--- src/rtl/i2cseq_pkg.sv ---
// Shared types and constants for the two-wire master transaction sequencer.
package i2cseq_pkg;

  // Input item: a begin request or a status event from the bus interface.
  typedef struct packed {
    logic        op;
    logic        is_read;
    logic [6:0]  dev_addr;
    logic [31:0] sub_addr;
    logic [2:0]  addr_bytes;
    logic [7:0]  byte_count;
    logic [7:0]  status_code;
    logic [7:0]  rx_byte;
    logic [7:0]  tx_byte;
  } in_item_t;

  // Result item: the control/data register writes for one step.
  typedef struct packed {
    logic [7:0] cmd_value;
    logic       data_write;
    logic [7:0] data_value;
    logic       tx_taken;
    logic       rx_valid;
    logic [7:0] rx_data;
    logic       done_res;
    logic [1:0] error_code;
    logic       last;
  } res_item_t;

  // Transaction state carried between items.
  typedef struct packed {
    logic [2:0]  phase;
    logic        read_mode;
    logic [6:0]  target_addr;
    logic [31:0] reg_addr;
    logic [2:0]  addr_left;
    logic [7:0]  bytes_left;
  } seq_state_t;

  localparam logic [2:0] MAX_ADDR_BYTES = 3'd4;

  // Item kinds
  localparam logic OP_BEGIN = 1'b0;

  // Phases
  localparam logic [2:0] PH_IDLE    = 3'd0;
  localparam logic [2:0] PH_START_W = 3'd1;
  localparam logic [2:0] PH_WRITE   = 3'd2;
  localparam logic [2:0] PH_START_R = 3'd3;
  localparam logic [2:0] PH_ADDR_R  = 3'd4;
  localparam logic [2:0] PH_RX      = 3'd5;

  // Control register bytes
  localparam logic [7:0] CMD_START = 8'hA4;
  localparam logic [7:0] CMD_GO    = 8'h84;
  localparam logic [7:0] CMD_ACK   = 8'hC4;
  localparam logic [7:0] CMD_STOP  = 8'h94;

  // Status codes (low three bits masked)
  localparam logic [7:0] STATUS_MASK    = 8'hF8;
  localparam logic [7:0] ST_START       = 8'h08;
  localparam logic [7:0] ST_RESTART     = 8'h10;
  localparam logic [7:0] ST_SLA_W_ACK   = 8'h18;
  localparam logic [7:0] ST_SLA_W_NACK  = 8'h20;
  localparam logic [7:0] ST_DATA_W_ACK  = 8'h28;
  localparam logic [7:0] ST_DATA_W_NACK = 8'h30;
  localparam logic [7:0] ST_SLA_R_ACK   = 8'h40;
  localparam logic [7:0] ST_SLA_R_NACK  = 8'h48;
  localparam logic [7:0] ST_DATA_R_ACK  = 8'h50;
  localparam logic [7:0] ST_DATA_R_NACK = 8'h58;

  // Error codes
  localparam logic [1:0] ERR_NONE = 2'd0;
  localparam logic [1:0] ERR_BUS  = 2'd1;
  localparam logic [1:0] ERR_NACK = 2'd2;

  // Result queue
  localparam int OQ_DEPTH = 4;
  localparam int OQ_PTR_W = 2;
  localparam int OQ_CNT_W = 3;

endpackage

--- src/rtl/i2cseq_step.sv ---
// Next-state and result logic for one sequencer step.
module i2cseq_step
  import i2cseq_pkg::*;
(
  input  in_item_t   item,
  input  seq_state_t st,
  output seq_state_t st_nxt,
  output logic [1:0] res_cnt,
  output res_item_t  res0,
  output res_item_t  res1
);

  logic [7:0] code;
  logic [2:0] n_addr;
  logic [2:0] addr_dec;
  logic [7:0] bl_dec;
  logic       bl_nz;
  logic [7:0] rx_pass;
  logic [7:0] addr_byte;

  assign code     = item.status_code & STATUS_MASK;
  assign n_addr   = (item.addr_bytes > MAX_ADDR_BYTES) ? MAX_ADDR_BYTES : item.addr_bytes;
  assign addr_dec = 3'(st.addr_left - 3'd1);
  assign addr_byte = st.reg_addr[{addr_dec[1:0], 3'b000} +: 8];
  assign bl_nz    = (st.bytes_left != 8'd0);
  assign bl_dec   = bl_nz ? 8'(st.bytes_left - 8'd1) : st.bytes_left;
  assign rx_pass  = bl_nz ? item.rx_byte : 8'd0;

  always_comb begin
    st_nxt  = st;
    res_cnt = 2'd0;
    res0    = '0;
    res1    = '0;
    if (item.op == OP_BEGIN) begin
      st_nxt.read_mode   = item.is_read;
      st_nxt.target_addr = item.dev_addr;
      st_nxt.reg_addr    = item.sub_addr;
      st_nxt.addr_left   = n_addr;
      st_nxt.bytes_left  = item.byte_count;
      st_nxt.phase       = (item.is_read && n_addr == 3'd0) ? PH_START_R : PH_START_W;
      res_cnt            = 2'd1;
      res0.cmd_value     = CMD_START;
      res0.last          = 1'b1;
    end else begin
      res_cnt   = 2'd1;
      res0.last = 1'b1;
      // bus error unless an arm below says otherwise
      res0.cmd_value  = CMD_GO;
      res0.done_res   = 1'b1;
      res0.error_code = ERR_BUS;
      st_nxt.phase    = PH_IDLE;
      unique case (st.phase)
        PH_START_W: begin
          if (code == ST_START) begin
            st_nxt.phase    = PH_WRITE;
            res0.done_res   = 1'b0;
            res0.error_code = ERR_NONE;
            res0.data_write = 1'b1;
            res0.data_value = {st.target_addr, 1'b0};
          end
        end
        PH_WRITE: begin
          if (code == ST_SLA_W_ACK || code == ST_DATA_W_ACK) begin
            st_nxt.phase    = PH_WRITE;
            res0.done_res   = 1'b0;
            res0.error_code = ERR_NONE;
            if (st.addr_left != 3'd0) begin
              st_nxt.addr_left = addr_dec;
              res0.data_write  = 1'b1;
              res0.data_value  = addr_byte;
            end else if (st.read_mode) begin
              // address sent: stop, then repeated start for the read
              st_nxt.phase   = PH_START_R;
              res_cnt        = 2'd2;
              res0.cmd_value = CMD_STOP;
              res0.last      = 1'b0;
              res1.cmd_value = CMD_START;
              res1.last      = 1'b1;
            end else if (bl_nz) begin
              st_nxt.bytes_left = bl_dec;
              res0.data_write   = 1'b1;
              res0.data_value   = item.tx_byte;
              res0.tx_taken     = 1'b1;
            end else begin
              st_nxt.phase   = PH_IDLE;
              res0.cmd_value = CMD_STOP;
              res0.done_res  = 1'b1;
            end
          end else if (code == ST_SLA_W_NACK || code == ST_DATA_W_NACK) begin
            res0.cmd_value  = CMD_STOP;
            res0.error_code = ERR_NACK;
          end
        end
        PH_START_R: begin
          if (code == ST_START || code == ST_RESTART) begin
            st_nxt.phase    = PH_ADDR_R;
            res0.done_res   = 1'b0;
            res0.error_code = ERR_NONE;
            res0.data_write = 1'b1;
            res0.data_value = {st.target_addr, 1'b1};
          end
        end
        PH_ADDR_R: begin
          if (code == ST_SLA_R_ACK) begin
            st_nxt.phase    = PH_RX;
            res0.done_res   = 1'b0;
            res0.error_code = ERR_NONE;
            res0.cmd_value  = (st.bytes_left <= 8'd1) ? CMD_GO : CMD_ACK;
          end else if (code == ST_SLA_R_NACK) begin
            res0.cmd_value  = CMD_STOP;
            res0.error_code = ERR_NACK;
          end
        end
        PH_RX: begin
          if (code == ST_DATA_R_ACK) begin
            st_nxt.phase      = PH_RX;
            st_nxt.bytes_left = bl_dec;
            res0.done_res     = 1'b0;
            res0.error_code   = ERR_NONE;
            res0.cmd_value    = (bl_dec <= 8'd1) ? CMD_GO : CMD_ACK;
            res0.rx_valid     = bl_nz;
            res0.rx_data      = rx_pass;
          end else if (code == ST_DATA_R_NACK) begin
            st_nxt.bytes_left = bl_dec;
            res0.error_code   = ERR_NONE;
            res0.cmd_value    = CMD_STOP;
            res0.rx_valid     = bl_nz;
            res0.rx_data      = rx_pass;
          end
        end
        default: begin
          // idle: events are dropped
          res_cnt = 2'd0;
          res0    = '0;
        end
      endcase
    end
  end

endmodule

--- src/rtl/i2cseq_outq.sv ---
// Result queue: takes up to two results per cycle, hands out one per cycle while out_ready is high.
module i2cseq_outq
  import i2cseq_pkg::*;
(
  input  logic       clk,
  input  logic       rst_n,
  input  logic [1:0] push_n,
  input  res_item_t  push0,
  input  res_item_t  push1,
  output logic       room,
  output logic       out_valid,
  input  logic       out_ready,
  output res_item_t  out_data
);

  res_item_t             mem_r [OQ_DEPTH];
  logic [OQ_PTR_W-1:0]   wr_ptr_r, wr_ptr_nxt;
  logic [OQ_PTR_W-1:0]   rd_ptr_r, rd_ptr_nxt;
  logic [OQ_CNT_W-1:0]   cnt_r, cnt_nxt;
  logic [OQ_PTR_W-1:0]   wr_ptr_p1;
  logic                  pop;

  assign pop        = out_valid && out_ready;
  assign wr_ptr_p1  = OQ_PTR_W'(wr_ptr_r + 1'b1);
  assign wr_ptr_nxt = OQ_PTR_W'(wr_ptr_r + push_n);
  assign rd_ptr_nxt = pop ? OQ_PTR_W'(rd_ptr_r + 1'b1) : rd_ptr_r;
  assign cnt_nxt    = OQ_CNT_W'(cnt_r + OQ_CNT_W'(push_n) - OQ_CNT_W'(pop));

  // room for a worst-case pair
  assign room      = (cnt_r <= OQ_CNT_W'(OQ_DEPTH - 2));
  assign out_valid = (cnt_r != '0);
  assign out_data  = mem_r[rd_ptr_r];

  always_ff @(posedge clk) begin
    if (!rst_n) begin
      wr_ptr_r <= '0;
      rd_ptr_r <= '0;
      cnt_r    <= '0;
    end else begin
      wr_ptr_r <= wr_ptr_nxt;
      rd_ptr_r <= rd_ptr_nxt;
      cnt_r    <= cnt_nxt;
    end
  end

  always_ff @(posedge clk) begin
    if (push_n != 2'd0) begin
      mem_r[wr_ptr_r] <= push0;
    end
    if (push_n == 2'd2) begin
      mem_r[wr_ptr_p1] <= push1;
    end
  end

endmodule

--- src/rtl/i2c_master_transaction_sequencer_top.sv ---
// Top level of the two-wire master transaction sequencer.
//
//  channel  | ports                         | moves
//  ---------+-------------------------------+-----------------------------------
//  in       | in_valid in_ready in_data     | begin request or status event
//  out      | out_valid out_ready out_data  | control/data register write, rx
//
//  Each transfer on in is worked as one step: the step logic reads the
//  sequencer state and the item and writes zero, one or two results into a
//  four-entry result queue, updating the state in the same edge.
//  in_ready is high while the queue has room for two results, so with out_ready
//  held high one transfer is taken every cycle until STOP/START pairs fill the
//  queue. Reset (rst_n low, synchronous) empties the queue and sets the
//  sequencer idle. A stall on out backs up in once three results wait.
module i2c_master_transaction_sequencer_top
  import i2cseq_pkg::*;
(
  input  logic      clk,
  input  logic      rst_n,
  input  logic      in_valid,
  output logic      in_ready,
  input  in_item_t  in_data,
  output logic      out_valid,
  input  logic      out_ready,
  output res_item_t out_data
);

  seq_state_t state_r, state_nxt;
  seq_state_t step_nxt;
  logic [1:0] res_cnt;
  logic [1:0] push_n;
  res_item_t  res0, res1;
  logic       in_xfer;
  logic       room;

  assign in_ready = room;
  assign in_xfer  = in_valid && in_ready;

  i2cseq_step u_step (
    .item    (in_data),
    .st      (state_r),
    .st_nxt  (step_nxt),
    .res_cnt (res_cnt),
    .res0    (res0),
    .res1    (res1)
  );

  // state only moves on an accepted transfer
  assign state_nxt = in_xfer ? step_nxt : state_r;
  assign push_n    = in_xfer ? res_cnt : 2'd0;

  // all-zero state is idle
  always_ff @(posedge clk) begin
    if (!rst_n) begin
      state_r <= '0;
    end else begin
      state_r <= state_nxt;
    end
  end

  i2cseq_outq u_outq (
    .clk       (clk),
    .rst_n     (rst_n),
    .push_n    (push_n),
    .push0     (res0),
    .push1     (res1),
    .room      (room),
    .out_valid (out_valid),
    .out_ready (out_ready),
    .out_data  (out_data)
  );

endmodule

--- config.mk ---
export PLATFORM = sky130hd
export DESIGN_NAME = i2c_master_transaction_sequencer_top
export DESIGN_NICKNAME = d
export VERILOG_FILES = /design/src/rtl/i2cseq_pkg.sv /design/src/rtl/i2cseq_step.sv /design/src/rtl/i2cseq_outq.sv /design/src/rtl/i2c_master_transaction_sequencer_top.sv
export SDC_FILE = /design/constraint.sdc
export NUM_CORES = 1
export LEC_CHECK = 0
export BUFFER_PORTS_ARGS = -buffer_cell sky130_fd_sc_hd__buf_4
export CAP_MARGIN = 20
export CORE_ASPECT_RATIO = 1.75
export CORE_MARGIN = 2
export CORE_UTILIZATION = 60
export CTS_CLUSTER_DIAMETER = 40
export CTS_CLUSTER_SIZE = 40
export DETAILED_ROUTE_END_ITERATION = 8
export HOLD_SLACK_MARGIN = 0.05
export PLACE_DENSITY = 0.86
export SLEW_MARGIN = 25
export SYNTH_ARGS = -nofsm -noshare
export SYNTH_HDL_FRONTEND = slang
export SYNTH_HIERARCHICAL = 1
export SYNTH_SLANG_ARGS = --single-unit
--- constraint.sdc ---
create_clock -name clk -period 14.54 [get_ports clk]
set_clock_uncertainty 0.1 [all_clocks]
set_input_delay 2.181 -clock clk [delete_from_list [all_inputs] [get_ports clk]]
set_output_delay 2.181 -clock clk [all_outputs]
set_load 0.05 [all_outputs]
Word-level counts from Yosys, hierarchy flattened
Memories as Yosys holds them, arrays and structs flattened. A register that Yosys moved wholly into a read port is not among the register bits.
Cells that the tools add are included.
Storage, ports and cells
  register bits: 61
  bits in writable memories: 124
  bits of input ports: 80
  output and inout port bits: 33
  logic and storage cells: 156
  memories kept: 1
Memories
  u_outq.mem_r: depth 4, width 31, rd ports 1, clocked after memory_dff 1, wr ports 2, RTL line i2cseq_outq.sv:16  | res_item_t mem_r [OQ_DEPTH];
Operators by class
  add/sub/neg operators: 7
  order comparisons: 4
  equal/unequal tests: 25
  shift-type cells: 1
  multiplexer cells: 92
  bitwise logic cells: 1
  reduce and logical (&&, ||, !) cells: 16
Operators with widths (count)
  8-bit 2-to-1 mux: 18
  9-bit 2-to-1 mux: 6
  3-bit 2-to-1 mux: 12
  8-bit case mux with 4 select lines: 1
  32-bit by 6-bit variable part select with 8-bit output: 1
  10-bit 2-to-1 mux: 3
  2-bit 2-to-1 mux: 15
  3-bit case mux with 5 select lines: 2
  9-bit case mux with 3 select lines: 1
  1-bit 2-to-1 mux: 22
  11-bit 2-to-1 mux: 2
  22-bit 2-to-1 mux: 1
  5-bit by 4-bit == test with 1-bit output (second input constant): 4
  5-bit 2-to-1 mux: 4
  8-bit by 1-bit less-or-equal comparator with 1-bit output (second input constant): 2
  8-bit case mux with 2 select lines: 1
  5-bit by 3-bit == test with 1-bit output (second input constant): 3
  7-bit 2-to-1 mux: 2
  5-bit by 2-bit == test with 1-bit output (second input constant): 2
  8-bit nonzero test: 1
  8-bit by 1-bit subtractor with 8-bit output (second input constant): 1
  7-bit AND reduction: 1
  3-bit by 2-bit == test with 1-bit output (second input constant): 2
  3-bit == test (second input constant): 2
  other kinds (27): 37

Longest topological paths before layout
  word-level depth: 9
  depth in mapped cells: 14
  mapped depth without buffers: 12

By module
The synthesis kept the hierarchy.
Modules (own cells, without submodules)
  i2cseq_outq: instances 1, cells each 349, area an instance 6656.4 sq um, sequential area each 3903.7 sq um
  i2c_master_transaction_sequencer_top: instances 1, cells each 249, area an instance 2302.2 sq um, sequential area each 1081.0 sq um
  i2cseq_step: instances 1, cells each 308, area an instance 2248.4 sq um, sequential area each 0.0 sq um

Worst setup path before layout
OpenSTA, ideal clock, no wires.
  kind: input-to-reg
  start: in in_data[20] (netlist bit)
  end: mem u_outq/mem_r[0][0] (netlist bit) (enable)
  setup time: 0.466 ns
  arrival time: 5.716 ns
  required time: 13.974 ns
  path slack: 8.258 ns
  stages: 8
  buffers on the path: 1
  cell sequence: buf_4 > xor2_2 > nand2_1 > nor2_1 > o211ai_1 > and3_1 > nor2_1 > o31ai_1
RTL lines
  start, declared: RTL line i2c_master_transaction_sequencer_top.sv:22  | input in_item_t in_data,
  end, declared: RTL line i2cseq_outq.sv:16

==> out/qor.csv <==
stage,metric,value,unit
clock_network,clk_pin_slew,0.07,ns
sta,fmax,0.190,GHz
sta,fin_crit,5.27,ns
synthesis,synth_area,11200,um^2
finish,final_cell_area,12400,um^2
routing,drt-total-wl,24500,um
routing,drt_iter0_markers,430,
global_route,grt_max_degree,105,
synthesis,syn_inst,906,
synthesis,synth.largest_area_cell,edfxtp_1,
synthesis,synth.top_cell.area_share,33.2,%
synthesis,synthArstFlopShare,0,%
hold_path,min_path_type,flip-flop to flip-flop,
synthesis,synthSimpleGateAreaFrac,11.6,%
clock_network,cts_tree,yes,
clock_network,holdBufCountCts,0,
floorplan,num_io_pins,113,
clock_network,postCtsSetupBuffers,0,
setup_path,worst_r2r_path_depth,11,
sta,hold_viol_final,0,
setup_path,timing.rr.end,u_outq/mem_r[2][30],
place,hpwl,15800,um
finish,synthToLayoutAreaGrowth,10.9,%
clock_network,cts_buffer_depth,2,
synthesis,syn_avg_cell_area,12.4,um^2
routing,dr_wl_met2,13600,um
global_route,grt_pass1_vias,7529,
synthesis,synth.area.mux_share,25.9,%
routing,dr.max_layer_used,met4,
synthesis,ys_seq_elements,187,
setup_path,critPathRequiredTime,14.51,ns
place,globalplace.congestion,0.903,
place,place_area,11900,um^2
setup_path,cp_max_fo,64,
routing,vias_per_cell,6.13,
clock_network,ctsResizeCount,0,
routing,wl_met3,1220,um
sta,setup_tns,0,ns
finish,final.fill_count,1334,
floorplan,fp.dieH,185,um
routing,wl_met1,9220,um
synthesis,yosysMostFrequentCell,mux2_2,
finish,drive_above_1_share,43.1,%
sta,slew_violations,0,
floorplan,start_util,60.9,%
finish,final_core_util,67.5,%
synthesis,yosysSeqAreaShare,44.5,%
setup_path,startpoint_type,primary input,
setup_path,worst-setup-path-type,primary input to flip-flop,
global_route,grtUsageTotal,25.3,%
outcome,status,"complete, no violations",
pwr,power,1590,uW
sta,period_share,36.2,%
synthesis,synth-main-ff-cell,edfxtp_1,
synthesis,synthTopCellsByArea,"edfxtp_1 (33%), mux2_2 (13%), dfxtp_1 (11%), mux4_2 (7.8%), o21ai_2 (3.9%)",
floorplan,num_rows,66,
clock_network,cts.sink_count,187,
synthesis,synth_top_family_by_area,multiplexers,
floorplan,die_width,107,um
clock_network,cts_max_level,4,
global_route,overflow,0,
finish,multi_input_area,5590,um^2
routing,antenna_left,0,
job,drv_cap,0,
routing,dr.pass1.iters,5,
global_route,grt_pass1_wl,38800,um
sta,rsz0062_at_grt,no,
sta,worst_pin_slew,1.05,ns
setup_path,r2r_setup_slack,10.71,ns
sta,whs,0.364,ns
routing,vias,7519,
synthesis,synth_cell_types,72,
clock_network,cts_buffers,17,
global_route,antenna_found_initial,0,
clock_network,clock_latency,0.43,ns
hold_path,hp-start,state_r[9],
setup_path,cp-startpoint,in_data[75],
sta,setup_viol,0,
finish,nets,1067,
floorplan,die_area,19800,um^2
synthesis,yosys_warnings,6,
synthesis,synth-compound-area-share,8.69,%
synthesis,synth_edf_count,124,
pwr,ir_drop,0.0726,mV
synthesis,yosys.area_share.adder,1.41,%
setup_path,crit_path_end,u_outq/mem_r[2][30],
clock_network,root_buffer,clkbuf_16,
sta,slew_headroom,29.3,%
finish,regArea,4990,um^2
setup_path,end_kind,flip-flop,
setup_path,worstReg2RegStart,state_r[8],
routing,drc_errors,0,
pwr,powerDensity,128,nW/um^2
pwr,p_leak,0.00451,uW
setup_path,arrival,5.23,ns
place,port_buffers,109,
finish,num_antenna_cells,0,
routing,routedWlPerCell,20.0,um
synthesis,synth_common_cells,"mux2_2 (131), edfxtp_1 (124), nand2_1 (76)",
floorplan,core_area,18400,um^2
synthesis,synth-xor-area-share,0.703,%
-- report_power, final --
group | switching (uW) | leakage [uW] | internal, uW
combinational | 313 | 0.00258 | 182
sequential | 37.0 | 0.00166 | 608
clock | 208 | 0.000268 | 241
-- sequential cells by signal (all words and copies together) (netlist names), named ones only --
signal	flops
u_outq/mem_r	124
state_r	54
u_outq/cnt_r	3
u_outq/rd_ptr_r	2
u_outq/wr_ptr_r	2
-- logic make-up (layout without fill, tap and decap cells) --
family                     count (synthesis)  in the layout
other                                      1             30
AOI/OAI and AO/OA                        134            134
and+or+nand+nor                          239            239
muxes                                    210            210
adders and majority gates                 12             12
xor gates and xnor gates                   5              5
DFF                                      187            187
buffers and inverters                    118            171
-- worst max-delay path: stages --
cell	delay (ns)
buf_4	0.60
inv_2	0.28
nor4_1	0.35
and3_1	0.39
nor4bb_4	0.39
buf_4	0.36
o21bai_2	0.18
buf_4	0.45
-- layout by cell type (no fill, tap or decap), types with 3 or more instances in the layout --
| master | synthesis | routed |
|---|---|---|
| or3_1 | 3 | 3 |
| or4_1 | 5 | 5 |
| nand2_1 | 76 | 76 |
| clkbuf_16 | 0 | 17 |
| o21ai_1 | 4 | 5 |
| o211ai_1 | 3 | 3 |
| a22oi_1 | 6 | 6 |
| nand4_1 | 57 | 57 |
| clkinvlp_4 | 0 | 3 |
| ha_1 | 11 | 11 |
| mux2_1 | 4 | 4 |
| mux2i_1 | 7 | 7 |
| inv_1 | 16 | 16 |
| mux2_2 | 131 | 131 |
| nand2b_1 | 6 | 6 |
| nor2b_1 | 5 | 4 |
| nand3_1 | 6 | 6 |
| edfxtp_1 | 124 | 124 |
| dfxtp_1 | 63 | 61 |
| nor4_1 | 5 | 5 |
| and2_1 | 12 | 11 |
| a31oi_1 | 9 | 9 |
| buf_4 | 44 | 122 |
| nor2_1 | 34 | 33 |
| o21ai_0 | 18 | 17 |
| a21oi_1 | 21 | 20 |
| nor3_1 | 7 | 5 |
| inv_8 | 0 | 4 |
| nor3b_1 | 3 | 3 |
| conb_1 | 1 | 30 |
| o21ai_2 | 50 | 50 |
| mux2_4 | 29 | 29 |
| mux4_2 | 39 | 39 |
-- how the worst min path moves through the flow --
stage	slack (ns)	cells past startpoint	end
floorplan	0.33	2	state_r[42]
global placement	0.35	2	state_r[49]
detailed placement	0.35	2	state_r[9]
CTS	0.36	2	state_r[9]
global route	0.39	2	state_r[31]
finish	0.36	2	state_r[9]
-- routing by layer --
metal	vias to the layer above	track usage, %
li1	3545	-
met3	33	4.61
met5	-	0
met2	246	46.9
met1	3695	28.9
met4	0	8.31
-- through the flow --
step           setup slack (ns)  std cells
6_report                   9.27       1226
5_1_grt                    9.12       1226
4_1_cts                    9.31       1226
3_5_place_dp               8.88       1194
3_3_place_gp               8.94       1194
2_1_floorplan              8.26        935
-- area by class of cell --
class	count	area share, %
Clock inverter	14	1.11
Tap cell	238	2.40
Inverter	17	0.514
Timing Repair Buffer	122	7.37
Multi-Input combinational cell	630	45.0
Sequential cell	187	40.1
Clock buffer	18	3.45
Note: power is estimated with default switching activity, not from simulation.
